==> config.mk <==
export PLATFORM = sky130hd
export DESIGN_NAME = i2c_slave_command_responder_top
export DESIGN_NICKNAME = d
export VERILOG_FILES = /design/src/hw/rtl/i2csr_pkg.sv /design/src/hw/rtl/i2csr_ram.sv /design/src/hw/rtl/i2c_slave_command_responder_top.sv
export SDC_FILE = /design/constraint.sdc
export NUM_CORES = 2
export LEC_CHECK = 0
export ABC_AREA = 1
export BUFFER_PORTS_ARGS = -buffer_cell sky130_fd_sc_hd__buf_2
export CAP_MARGIN = 5
export CORE_MARGIN = 1.5
export CORE_UTILIZATION = 45
export CTS_BUF_LIST = sky130_fd_sc_hd__clkbuf_2 sky130_fd_sc_hd__clkbuf_4 sky130_fd_sc_hd__clkbuf_8
export DETAILED_ROUTE_END_ITERATION = 12
export GPL_TIMING_DRIVEN = 1
export MAX_ROUTING_LAYER = met4
export SLEW_MARGIN = 20
export SYNTH_ARGS = -nofsm -noshare
export SYNTH_HDL_FRONTEND = slang
export SYNTH_SLANG_ARGS = --single-unit
export TNS_END_PERCENT = 10
==> constraint.sdc <==
create_clock -name i_clk -period 4.4 [get_ports i_clk]
set_input_delay 0.88 -clock i_clk [delete_from_list [all_inputs] [get_ports i_clk]]
set_output_delay 0.88 -clock i_clk [all_outputs]
set_load 0.02 [all_outputs]
==> src/hw/rtl/i2csr_pkg.sv <==
// package for the i2c slave command responder
// holds beat types, status codes, protocol modes and buffer sizing; no dependencies
package i2csr_pkg;

    // packet buffer sizing
    localparam int PACKET_DEPTH = 256;
    localparam int PKT_AW       = $clog2(PACKET_DEPTH);
    localparam int CNT_W        = $clog2(PACKET_DEPTH + 1);

    // configuration port
    localparam int CFG_IDX_W = 1;
    localparam int CFG_DAT_W = 8;
    localparam logic [CFG_IDX_W-1:0] CFG_START_OPCODE = 1'd0;
    localparam logic [CFG_IDX_W-1:0] CFG_SET_ADDR_OPCODE = 1'd1;
    localparam logic [7:0] START_OPCODE_RST = 8'h01;
    localparam logic [7:0] SET_ADDR_OPCODE_RST = 8'h02;

    // protocol modes
    localparam logic [2:0] MODE_IDLE      = 3'd0;
    localparam logic [2:0] MODE_COMMAND   = 3'd1;
    localparam logic [2:0] MODE_MEASURE   = 3'd2;
    localparam logic [2:0] MODE_WAIT_ADDR = 3'd3;
    localparam logic [2:0] MODE_ADDR_DONE = 3'd4;
    localparam logic [2:0] MODE_TRANSMIT  = 3'd5;

    // slave status codes
    localparam logic [7:0] ST_BUS_ERROR    = 8'h00;
    localparam logic [7:0] ST_SLA_W_ACK    = 8'h60;
    localparam logic [7:0] ST_SLA_W_ARB    = 8'h68;
    localparam logic [7:0] ST_GCALL_ACK    = 8'h70;
    localparam logic [7:0] ST_GCALL_ARB    = 8'h78;
    localparam logic [7:0] ST_DATA_ACK     = 8'h80;
    localparam logic [7:0] ST_DATA_NACK    = 8'h88;
    localparam logic [7:0] ST_GDATA_ACK    = 8'h90;
    localparam logic [7:0] ST_GDATA_NACK   = 8'h98;
    localparam logic [7:0] ST_STOP_RESTART = 8'ha0;
    localparam logic [7:0] ST_SLA_R_ACK    = 8'ha8;
    localparam logic [7:0] ST_TX_DATA_ACK  = 8'hb8;
    localparam logic [7:0] ST_TX_DATA_NACK = 8'hc0;
    localparam logic [7:0] ST_TX_LAST_ACK  = 8'hc8;

    // byte sent when nothing valid is available
    localparam logic [7:0] TX_FILL = 8'hff;

    // item kinds
    localparam logic CMD_BUS_EVENT = 1'b0;
    localparam logic CMD_LOAD      = 1'b1;

    typedef struct packed {
        logic       command;
        logic [7:0] bus_status;
        logic [7:0] bus_data;
        logic [7:0] load_index;
        logic [7:0] load_byte;
        logic       load_last;
    } t_in_beat;

    typedef struct packed {
        logic       line_released;
        logic       ack_next;
        logic       stop_recover;
        logic       tx_valid;
        logic [7:0] tx_byte;
        logic       start_measure;
        logic       address_update;
        logic [7:0] new_address;
        logic [2:0] protocol_state;
    } t_out_beat;

endpackage

==> src/hw/rtl/i2csr_ram.sv <==
// generic single-port-write, single-port-read ram with registered read data
// no dependencies
module i2csr_ram #(
    parameter int WIDTH = 8,
    parameter int DEPTH = 256
) (
    input  logic                     i_clk,
    input  logic                     i_we,
    input  logic [$clog2(DEPTH)-1:0] i_waddr,
    input  logic [WIDTH-1:0]         i_wdata,
    input  logic                     i_re,
    input  logic [$clog2(DEPTH)-1:0] i_raddr,
    output logic [WIDTH-1:0]         o_rdata
);

    logic [WIDTH-1:0] r_mem [DEPTH];
    logic [WIDTH-1:0] r_rdata;

    // write port
    always_ff @(posedge i_clk) begin
        if (i_we) begin
            r_mem[i_waddr] <= i_wdata;
        end
    end

    // registered read, holds when not enabled
    always_ff @(posedge i_clk) begin
        if (i_re) begin
            r_rdata <= r_mem[i_raddr];
        end
    end

    assign o_rdata = r_rdata;

endmodule

==> src/hw/rtl/i2c_slave_command_responder_top.sv <==
// top level of the i2c slave command responder
// depends on i2csr_pkg and i2csr_ram
//
// The block takes one item per beat on the input channel, either a bus status event
// or a packet buffer load, and returns exactly one result beat for each. An item is
// registered in the input stage on acceptance, then resolved against the protocol
// state, which updates as the result is registered; a new item is taken every cycle
// unless the receiver stalls the result register. The packet buffer is a 256-entry
// ram read at one address per item; per-entry valid bits make unwritten entries read
// as zero right after reset, so no clearing pass is needed. The user must write the
// opcode registers by the plain write port only while the block is idle, unenforced.
module i2c_slave_command_responder_top
    import i2csr_pkg::*;
(
    input  logic                 i_clk,
    input  logic                 i_rst_n,
    input  logic                 i_cfg_we,
    input  logic [CFG_IDX_W-1:0] i_cfg_idx,
    input  logic [CFG_DAT_W-1:0] i_cfg_data,
    input  logic                 i_in_valid,
    output logic                 o_in_ready,
    input  t_in_beat             i_in_data,
    output logic                 o_out_valid,
    input  logic                 i_out_ready,
    output t_out_beat            o_out_data
);

    // configuration registers
    logic [7:0] r_start_opcode;
    logic [7:0] r_set_addr_opcode;

    // input stage
    logic     r_s1_vld;
    t_in_beat r_s1;

    // protocol state
    logic [2:0]       r_mode, n_mode;
    logic [CNT_W-1:0] r_read_index, n_read_index;
    logic [CNT_W-1:0] r_pkt_len, n_pkt_len;
    logic [7:0]       r_pending, n_pending;
    logic [PACKET_DEPTH-1:0] r_entry_vld;

    // result stage
    logic      r_out_vld;
    t_out_beat r_out, n_out;
    logic      r_out_mem, n_out_mem;
    logic      r_out_rd_vld;

    // buffer access
    logic              buf_we, buf_re;
    logic [PKT_AW-1:0] buf_waddr, buf_raddr;
    logic [7:0]        buf_rdata;

    logic s1_adv;

    assign s1_adv     = r_s1_vld && (!r_out_vld || i_out_ready);
    assign o_in_ready = !r_s1_vld || s1_adv;

    // config writes
    always_ff @(posedge i_clk) begin
        if (!i_rst_n) begin
            r_start_opcode    <= START_OPCODE_RST;
            r_set_addr_opcode <= SET_ADDR_OPCODE_RST;
        end else if (i_cfg_we) begin
            unique case (i_cfg_idx)
                CFG_START_OPCODE:    r_start_opcode    <= i_cfg_data;
                CFG_SET_ADDR_OPCODE: r_set_addr_opcode <= i_cfg_data;
                default: ;
            endcase
        end
    end

    // input register
    always_ff @(posedge i_clk) begin
        if (!i_rst_n) begin
            r_s1_vld <= 1'b0;
        end else if (o_in_ready) begin
            r_s1_vld <= i_in_valid;
        end
    end

    always_ff @(posedge i_clk) begin
        if (o_in_ready && i_in_valid) begin
            r_s1 <= i_in_data;
        end
    end

    // item resolution against the protocol state
    always_comb begin
        n_mode       = r_mode;
        n_read_index = r_read_index;
        n_pkt_len    = r_pkt_len;
        n_pending    = r_pending;
        n_out        = '0;
        n_out_mem    = 1'b0;
        buf_we       = 1'b0;
        buf_waddr    = PKT_AW'(r_s1.load_index);
        buf_re       = 1'b0;
        buf_raddr    = '0;

        if (r_s1.command == CMD_LOAD) begin
            // packet buffer load, out-of-range index dropped
            if (32'(r_s1.load_index) < PACKET_DEPTH) begin
                buf_we = 1'b1;
                if (r_s1.load_last) begin
                    n_pkt_len = CNT_W'(32'(r_s1.load_index) + 1);
                end
            end
        end else begin
            unique case (r_s1.bus_status) inside
                ST_SLA_W_ACK, ST_GCALL_ACK: begin
                    n_out.line_released = 1'b1;
                    if (r_mode == MODE_IDLE) begin
                        n_out.ack_next = 1'b1;
                        n_mode         = MODE_COMMAND;
                    end
                end
                ST_SLA_W_ARB, ST_GCALL_ARB: begin
                    n_out.line_released = 1'b1;
                end
                ST_DATA_ACK, ST_GDATA_ACK: begin
                    n_out.line_released = 1'b1;
                    if (r_mode == MODE_COMMAND) begin
                        if (r_s1.bus_data == r_start_opcode) begin
                            n_mode = MODE_MEASURE;
                        end else if (r_s1.bus_data == r_set_addr_opcode) begin
                            n_out.ack_next = 1'b1;
                            n_mode         = MODE_WAIT_ADDR;
                        end else begin
                            n_out.ack_next = 1'b1;
                        end
                    end else if (r_mode == MODE_WAIT_ADDR) begin
                        n_mode    = MODE_ADDR_DONE;
                        n_pending = r_s1.bus_data;
                    end
                end
                ST_DATA_NACK, ST_GDATA_NACK, ST_TX_DATA_NACK, ST_TX_LAST_ACK: begin
                    n_out.line_released = 1'b1;
                    n_out.ack_next      = 1'b1;
                    n_mode              = MODE_IDLE;
                end
                ST_STOP_RESTART: begin
                    n_out.line_released = 1'b1;
                    n_out.ack_next      = 1'b1;
                    if (r_mode == MODE_MEASURE) begin
                        n_out.start_measure = 1'b1;
                    end else if (r_mode == MODE_ADDR_DONE) begin
                        n_out.address_update = 1'b1;
                        n_pkt_len            = '0;
                    end
                    n_mode = MODE_IDLE;
                end
                ST_SLA_R_ACK: begin
                    n_out.line_released = 1'b1;
                    n_out.tx_valid      = 1'b1;
                    if (r_mode == MODE_IDLE) begin
                        n_read_index   = CNT_W'(1);
                        buf_re         = 1'b1;
                        n_out_mem      = 1'b1;
                        n_out.ack_next = 1'b1;
                        n_mode         = MODE_TRANSMIT;
                    end else begin
                        n_out.tx_byte = TX_FILL;
                    end
                end
                ST_TX_DATA_ACK: begin
                    n_out.line_released = 1'b1;
                    n_out.tx_valid      = 1'b1;
                    if (32'(r_read_index) < PACKET_DEPTH) begin
                        buf_re       = 1'b1;
                        buf_raddr    = r_read_index[PKT_AW-1:0];
                        n_out_mem    = 1'b1;
                        n_read_index = r_read_index + CNT_W'(1);
                    end else begin
                        n_out.tx_byte = TX_FILL;
                    end
                    n_out.ack_next = (n_read_index < r_pkt_len);
                end
                ST_BUS_ERROR: begin
                    n_out.line_released = 1'b1;
                    n_out.ack_next      = 1'b1;
                    n_out.stop_recover  = 1'b1;
                    n_mode              = MODE_IDLE;
                end
                default: ;
            endcase
        end

        n_out.new_address    = n_pending;
        n_out.protocol_state = n_mode;
    end

    // protocol state update
    always_ff @(posedge i_clk) begin
        if (!i_rst_n) begin
            r_mode       <= MODE_IDLE;
            r_read_index <= '0;
            r_pkt_len    <= '0;
            r_pending    <= '0;
            r_entry_vld  <= '0;
        end else if (s1_adv) begin
            r_mode       <= n_mode;
            r_read_index <= n_read_index;
            r_pkt_len    <= n_pkt_len;
            r_pending    <= n_pending;
            if (buf_we) begin
                r_entry_vld[buf_waddr] <= 1'b1;
            end
        end
    end

    // packet buffer
    i2csr_ram #(
        .WIDTH (8),
        .DEPTH (PACKET_DEPTH)
    ) u_pkt_ram (
        .i_clk   (i_clk),
        .i_we    (buf_we && s1_adv),
        .i_waddr (buf_waddr),
        .i_wdata (r_s1.load_byte),
        .i_re    (buf_re && s1_adv),
        .i_raddr (buf_raddr),
        .o_rdata (buf_rdata)
    );

    // result register
    always_ff @(posedge i_clk) begin
        if (!i_rst_n) begin
            r_out_vld <= 1'b0;
        end else if (s1_adv) begin
            r_out_vld <= 1'b1;
        end else if (i_out_ready) begin
            r_out_vld <= 1'b0;
        end
    end

    always_ff @(posedge i_clk) begin
        if (s1_adv) begin
            r_out        <= n_out;
            r_out_mem    <= n_out_mem;
            r_out_rd_vld <= r_entry_vld[buf_raddr];
        end
    end

    // output beat, buffer byte merged in from the ram read register
    always_comb begin
        o_out_data = r_out;
        if (r_out_mem) begin
            o_out_data.tx_byte = r_out_rd_vld ? buf_rdata : 8'h00;
        end
    end

    assign o_out_valid = r_out_vld;

    // checks
    a_tx_byte_zero: assert property (@(posedge i_clk) disable iff (!i_rst_n)
        (o_out_valid && !o_out_data.tx_valid) |-> (o_out_data.tx_byte == 8'h00))
        else $error("tx_byte nonzero without tx_valid");

    a_pulses_exclusive: assert property (@(posedge i_clk) disable iff (!i_rst_n)
        o_out_valid |-> !(o_out_data.start_measure && o_out_data.address_update))
        else $error("measure and address update in one beat");

    a_pulse_to_idle: assert property (@(posedge i_clk) disable iff (!i_rst_n)
        (o_out_valid && (o_out_data.start_measure || o_out_data.address_update
            || o_out_data.stop_recover)) |-> (o_out_data.protocol_state == MODE_IDLE))
        else $error("pulse without return to idle");

    a_read_index_bound: assert property (@(posedge i_clk) disable iff (!i_rst_n)
        32'(r_read_index) <= PACKET_DEPTH)
        else $error("read index past packet depth");

    a_addr_update_clears_len: assert property (@(posedge i_clk) disable iff (!i_rst_n)
        (s1_adv && n_out.address_update) |=> (r_pkt_len == '0))
        else $error("packet length not cleared on address change");

endmodule

# == Yosys cells after proc, flatten, opt, wreduce, memory -nomap -nowiden ==
# Memories as Yosys holds them, arrays and structs flattened. A register that Yosys moved wholly into a read port is not among the register bits.
# Cells that the tools add are included.
# totals
register_bits,364
word_cells,137
n_memories,1
ramBits,2048
# memory_table
memory,depth,width,rd,rd_clocked_by_memory_dff,wr,line,rtl
u_pkt_ram.r_mem,256,8,1,1,1,i2csr_ram.sv:16,logic [WIDTH-1:0] r_mem [DEPTH];
# classes
reduce_logical,27
muxes,50
addsub,2
eq_ne,22
n_lt_le_gt_ge,5
n_bitwise,4
# ops
operator,count
bitwise OR 256 bit,1
two-way mux 8 bit,11
two-way mux 9 bit,9
== test 8 bit (second input constant),9
case mux 9 bit (2 select lines),2
== test 8 x 7 -> 1 bit (second input constant),4
two-way mux 3 bit,7
less-than comparator 8 x 9 -> 1 bit (second input constant),2
== test 8 bit,2
two-way mux 1 bit,16
OR reduction 14 bit,1
case mux 3 bit (4 select lines),1
adder 8 x 1 -> 9 bit (second input constant),1
adder 9 x 1 -> 9 bit (second input constant),1
less-than comparator 9 bit,1
less-than comparator 9 bit (second input constant),1
binary-select mux 1 bit (select 8 bit),1
demux 1 bit (select 8 bit),1
greater-or-equal comparator 8 x 1 -> 1 bit (second input constant),1
logical NOT 8 bit,1
nonzero test 2 bit,4
== test 3 x 2 -> 1 bit (second input constant),2
!= test 2 bit (second input constant),3
AND reduction 2 bit,3
other kinds (14),25

# == Logic depth before layout (Yosys ltp) ==
# logic_depth
ltp_word,6
depth_mapped,20
depth_no_buf,18

# == By module ==
# From an unflattened synthesis, not the netlist that was laid out.
# hier_totals
hier_cells,9226
area_unflattened_um2,99733.2
# modules_own_cells
module,area_per_inst_um2,instances,seq_area_each_um2,cells_each
i2csr_ram,83476.3,1,61739.2,7003
i2c_slave_command_responder_top,16256.8,1,7687.4,2223

# == Worst setup path before layout ==
# No wires, ideal clock.
# synth_path
kind,register -> register
startpoint,register r_s1[1] (netlist bit)
endpoint,"memory u_pkt_ram.r_mem[0][0], data pin"
n_path_buf,0
setup_ps,817
t_arrival_ps,3228
path_stages_with_launch,1
path_slack_ps,354
path_cell_list,edfxtp_1
# synth_rtl
item,line,rtl
"start, declared",i2c_slave_command_responder_top.sv:34,t_in_beat r_s1;
"start signal, assigned",i2c_slave_command_responder_top.sv:84,r_s1 <= i_in_data;
"end, declared",i2csr_ram.sv:16,
# No word-level cell before the write port.

# == Final worst setup path ==
# layout_path
startpoint,register r_read_index[8]
endpoint,"register u_pkt_ram.r_rdata[5] (netlist: u_pkt_ram.o_rdata[5]) (read register of u_pkt_ram.r_mem), data pin"
# layout_between
elab_chain_len,5
elab_cells_between_ends,8
classes_between,order compare: 1; mux: 6; reduce/logical: 1
# layout_rtl
item,line,rtl
"start, declared",i2c_slave_command_responder_top.sv:38,"logic [CNT_W-1:0] r_read_index, n_read_index;"
"start signal, assigned",i2c_slave_command_responder_top.sv:203,r_read_index <= n_read_index;
less-than comparator 9 bit (*),i2c_slave_command_responder_top.sv:169,if (32'(r_read_index) < PACKET_DEPTH) begin
two-way mux 1 bit,i2c_slave_command_responder_top.sv:169,
case mux 1 bit (2 select lines),i2c_slave_command_responder_top.sv:110,unique case (r_s1.bus_status) inside
two-way mux 1 bit,i2c_slave_command_responder_top.sv:101,if (r_s1.command == CMD_LOAD) begin
logical AND 1 bit,i2c_slave_command_responder_top.sv:221,".i_re (buf_re && s1_adv),"
"end, declared",i2csr_ram.sv:17,logic [WIDTH-1:0] r_rdata;
# Mark *: on every way between the ends. The rest lies on a longest branch, timed or not.
# A chain may end at the register's enable or synchronous reset.

==> summary.md <==
| Metric | Value |
|---|---|
| Flops & latches, synth | `2,413` |
| Main synth FF type | `edfxtp_1` |
| Number of synthesis warnings | `0` |
| Port bufs | `74` |
| Sequential area share after synthesis | `65.10%` |
| Die Wd | `489.8 um` |
| Net count, final | `10,830` |
| Average wire per standard cell | `22.88 um` |
| Post-synthesis simple-gate area fraction | `23.29%` |
| Slew Viols, Final | `0` |
| GRT overflow | `0` |
| FFs w/ async S/R, synth | `0%` |
| Mux share of post-synthesis cell area | `0%` |
| Largest family of logic cells by synthesized area | `simple AND/OR/NAND/NOR gates` |
| Avg Inst Size Synth | `9.905 sq um` |
| Worst slew margin | `16.70%` |
| Max FO, Critical Path | `174` |
| Pre-antenna DRT Iters | `9` |
| Via count | `78,720` |
| CP required | `5.28 ns` |
| CP top delay family | `simple AND/OR/NAND/NOR gates` |
| LEAKAGE | `0.04817 uW` |
| CTS tree | `done` |
| Die Y | `489.8 um` |
| Crit start category | `flop` |
| Reg clk slew, reported paths | `0.06 ns` |
| Syn nets | `10,830` |
| IO Pins | `75` |
| Gate Count Post-Synth | `10,770` |
| Clk Latency, worst-skew pair | `1.13 ns` |
| Global-route wire length before repair | `483,800 um` |
| Die area | `239,900 sq um` |
| Max Freq | `253.9 MHz` |
| Yosys top cell area share | `59.41%` |
| H-tree depth | `5` |
| Initial antenna violation count | `11` |
| Detailed-route DRC error count | `0` |
| Worst-path cell chain | `inv_2, ha_1, inv_1, nor2_4, nand3_4, buf_4, buf_12, nand2_1, nand3_1, nand3_1, nand3_1, nand3_1, nand2_1, nand2_1, nand3_1, nand2_1, nand2_1, nand2_1` |
| Worst Path Buf+Inv | `4` |
| Initial core utilization | `45.30%` |
| Tcrit/Tclk final | `89.50%` |
| Synth Cell Area | `106,700 sq um` |
| Row count | `178` |
| ANT nets after route | `0` |
| Worst IR Drop VDD | `349.2 uV` |
| Final WS setup | `0.4621 ns` |
| Clock buffer count from CTS | `409` |
| Largest net degree at the start of global routing | `175` |
| Slowest library cell on the worst path | `buf_12` |
| Unrepaired setup endpoints after global routing | `false` |
| Overall Global Routing Usage | `27.69%` |
| Overall routed net length | `326,100 um` |
| Vias in the first global route | `74,650` |
| Maximum clock insertion buffer count | `4` |
| Post-cts sizing count | `0` |
| Adder-cell share of the synthesized area | `0.1642%` |
| Crit path capture type | `flop` |
| Synth cell count leaders | `edfxtp_1, nand3_1, nand2_1` |
| Leading area contributor after synthesis | `edfxtp_1` |
| Clock Sinks | `2,413` |
| CP arrival | `4.82 ns` |
| Post-synth EDFFs | `2,110` |
| Final Hold Vio Count | `0` |
| GPL Wtd Cong | `0.9091` |
| Post-DP HPWL | `183,800 um` |
| CTS root buf | `clkbuf_8` |
| Setup TNS | `0 ns` |
| Cell mode on critical path | `nand2_1` |
| Top-count cell post-synth | `edfxtp_1` |
| Synth area leaders | `edfxtp_1, nand3_1, nand2_1` |
| Core footprint | `235,400 sq um` |
| Pwr dens | `390.8 nW/um^2` |
| CP peak stage delay | `0.47 ns` |
| Place WS | `0.5907 ns` |
| Status | `complete, no violations` |
| Synth Area in XOR/XNOR | `0.1971%` |
| Maxcap violations | `0` |
| Period minus WS final | `3.938 ns` |
| Setup-failing EPs final | `0` |
| Ratio of cells with drive above 1 in the final layout | `9.165%` |
| Post-synthesis compound-gate area fraction | `2.048%` |
| Area grow syn2layout | `11.60%` |
| Worst Tran Pin Value | `1.250 ns` |
| Fin Clk Skew | `0.09492 ns` |
| Worst setup path class | `reg2reg` |
| Vias per std cell | `5.524` |
| Iter 0 DRT Violations | `9,258` |
| Distinct cells, synth | `46` |
| Min-Delay Path Class | `in2reg` |
==> state kept, by name, summed over array words and instances (netlist names), 3 cells and up <==
register and cells:
u_pkt_ram.r_mem 2048, r_entry_vld 256, r_s1 26, o_out_data 17
r_pkt_len 9, r_read_index 9, buf_waddr 8, r_pending 8
r_set_addr_opcode 8, r_start_opcode 8, u_pkt_ram.o_rdata 8, r_mode 3
==> metrics by stage <==
step                      cells  total power, uW  hold slack (ns)  instance area, sq um  utilization, %
final                     14250            46510           0.2143                119000           50.56
after detailed placement  13470            26430           0.4561                110300           46.86
after floorplan           10770            25930           0.4347                106700               -
after CTS                 14250            46760           0.1209                119000           50.55
after global placement    13470            26410           0.4476                110300           46.85
after global routing      14250            47770           0.2209                119000           50.56
==> cells in the final DEF (no fill, tap or decap), types with 6 or more instances in the layout <==
| cell type | count |
|---|---|
| o211ai_1 | 218 |
| buf_4 | 156 |
| clkbuf_8 | 455 |
| ha_1 | 14 |
| edfxtp_1 | 2110 |
| clkbuf_4 | 146 |
| a21oi_1 | 41 |
| clkinv_1 | 68 |
| buf_2 | 74 |
| clkinv_2 | 46 |
| nand2_1 | 1916 |
| clkinvlp_4 | 8 |
| nor2_1 | 953 |
| xor2_1 | 8 |
| nor3_1 | 13 |
| dlygate4sd3_1 | 44 |
| o21ai_0 | 45 |
| xnor2_1 | 16 |
| diode_2 | 6 |
| nand4_1 | 560 |
| dfxtp_1 | 303 |
| inv_2 | 19 |
| buf_12 | 71 |
| nand3_1 | 2055 |
| bufinv_16 | 11 |
| inv_1 | 1696 |
==> repair_timing <==
item | 4_1_cts | 5_1_grt
endpoints found under the hold margin | 49 | 0
setup buffers | 0 | 0
hold buffers | 44 | 0
==> tightest hold or removal path, stage by stage <==
cell and delay (ns):
buf_2 0.09, nor2_1 0.13, nand2_1 0.09, nand3_1 0.07
==> metal layers <==
metal | up-vias | global-route usage (%) | part of all wire, %
met5 | - | - | 0
met4 | 0 | 10.39 | 3.7
met3 | 573 | 4.982 | 9.1
met2 | 3762 | 41.36 | 45
met1 | 38200 | 37.72 | 42
li1 | 36190 | - | -
==> layout make-up <==
cell class                      instances  area, sq um
Sequential cell                      2413        69430
Timing Repair Buffer                  346         3418
Multi-Input combinational cell       5879        27460
Antenna cell                            6        15.01
Tap cell                             3150         3941
Clock inverter                        134        902.1
Clock buffer                          601         7358
Inverter                             1723         6502
Fill cell                           21340       116400
==> worst paths after layout <==
kind	start	slack, ns	cells past startpoint	end
worst max register to register	r_read_index[8]	0.46	18	u_pkt_ram.o_rdata[5]
worst min-delay path	i_cfg_idx	0.21	4	r_start_opcode[0]
worst max-delay path	r_read_index[8]	0.46	18	u_pkt_ram.o_rdata[5]
worst min register to register	r_pkt_len[3]	0.46	2	r_pkt_len[3]
==> power by group <==
part / switching (uW) / total (uW) / internal (uW)
clock network: 9190 / 20500 / 11300
registers: 64.5 / 25000 / 24900
logic: 824 / 997 / 173
total: 10100 / 46500 / 36400
==> cell families after synthesis <==
| logic type | after synthesis |
|---|---|
| DFF | 2413 |
| xor gates and xnor gates | 24 |
| buffers and inverters | 2475 |
| adders and majority gates | 14 |
| and+or+nand+nor | 5522 |
| AOI/OAI and AO/OA | 319 |
Power figures use the tool's default switching activity.
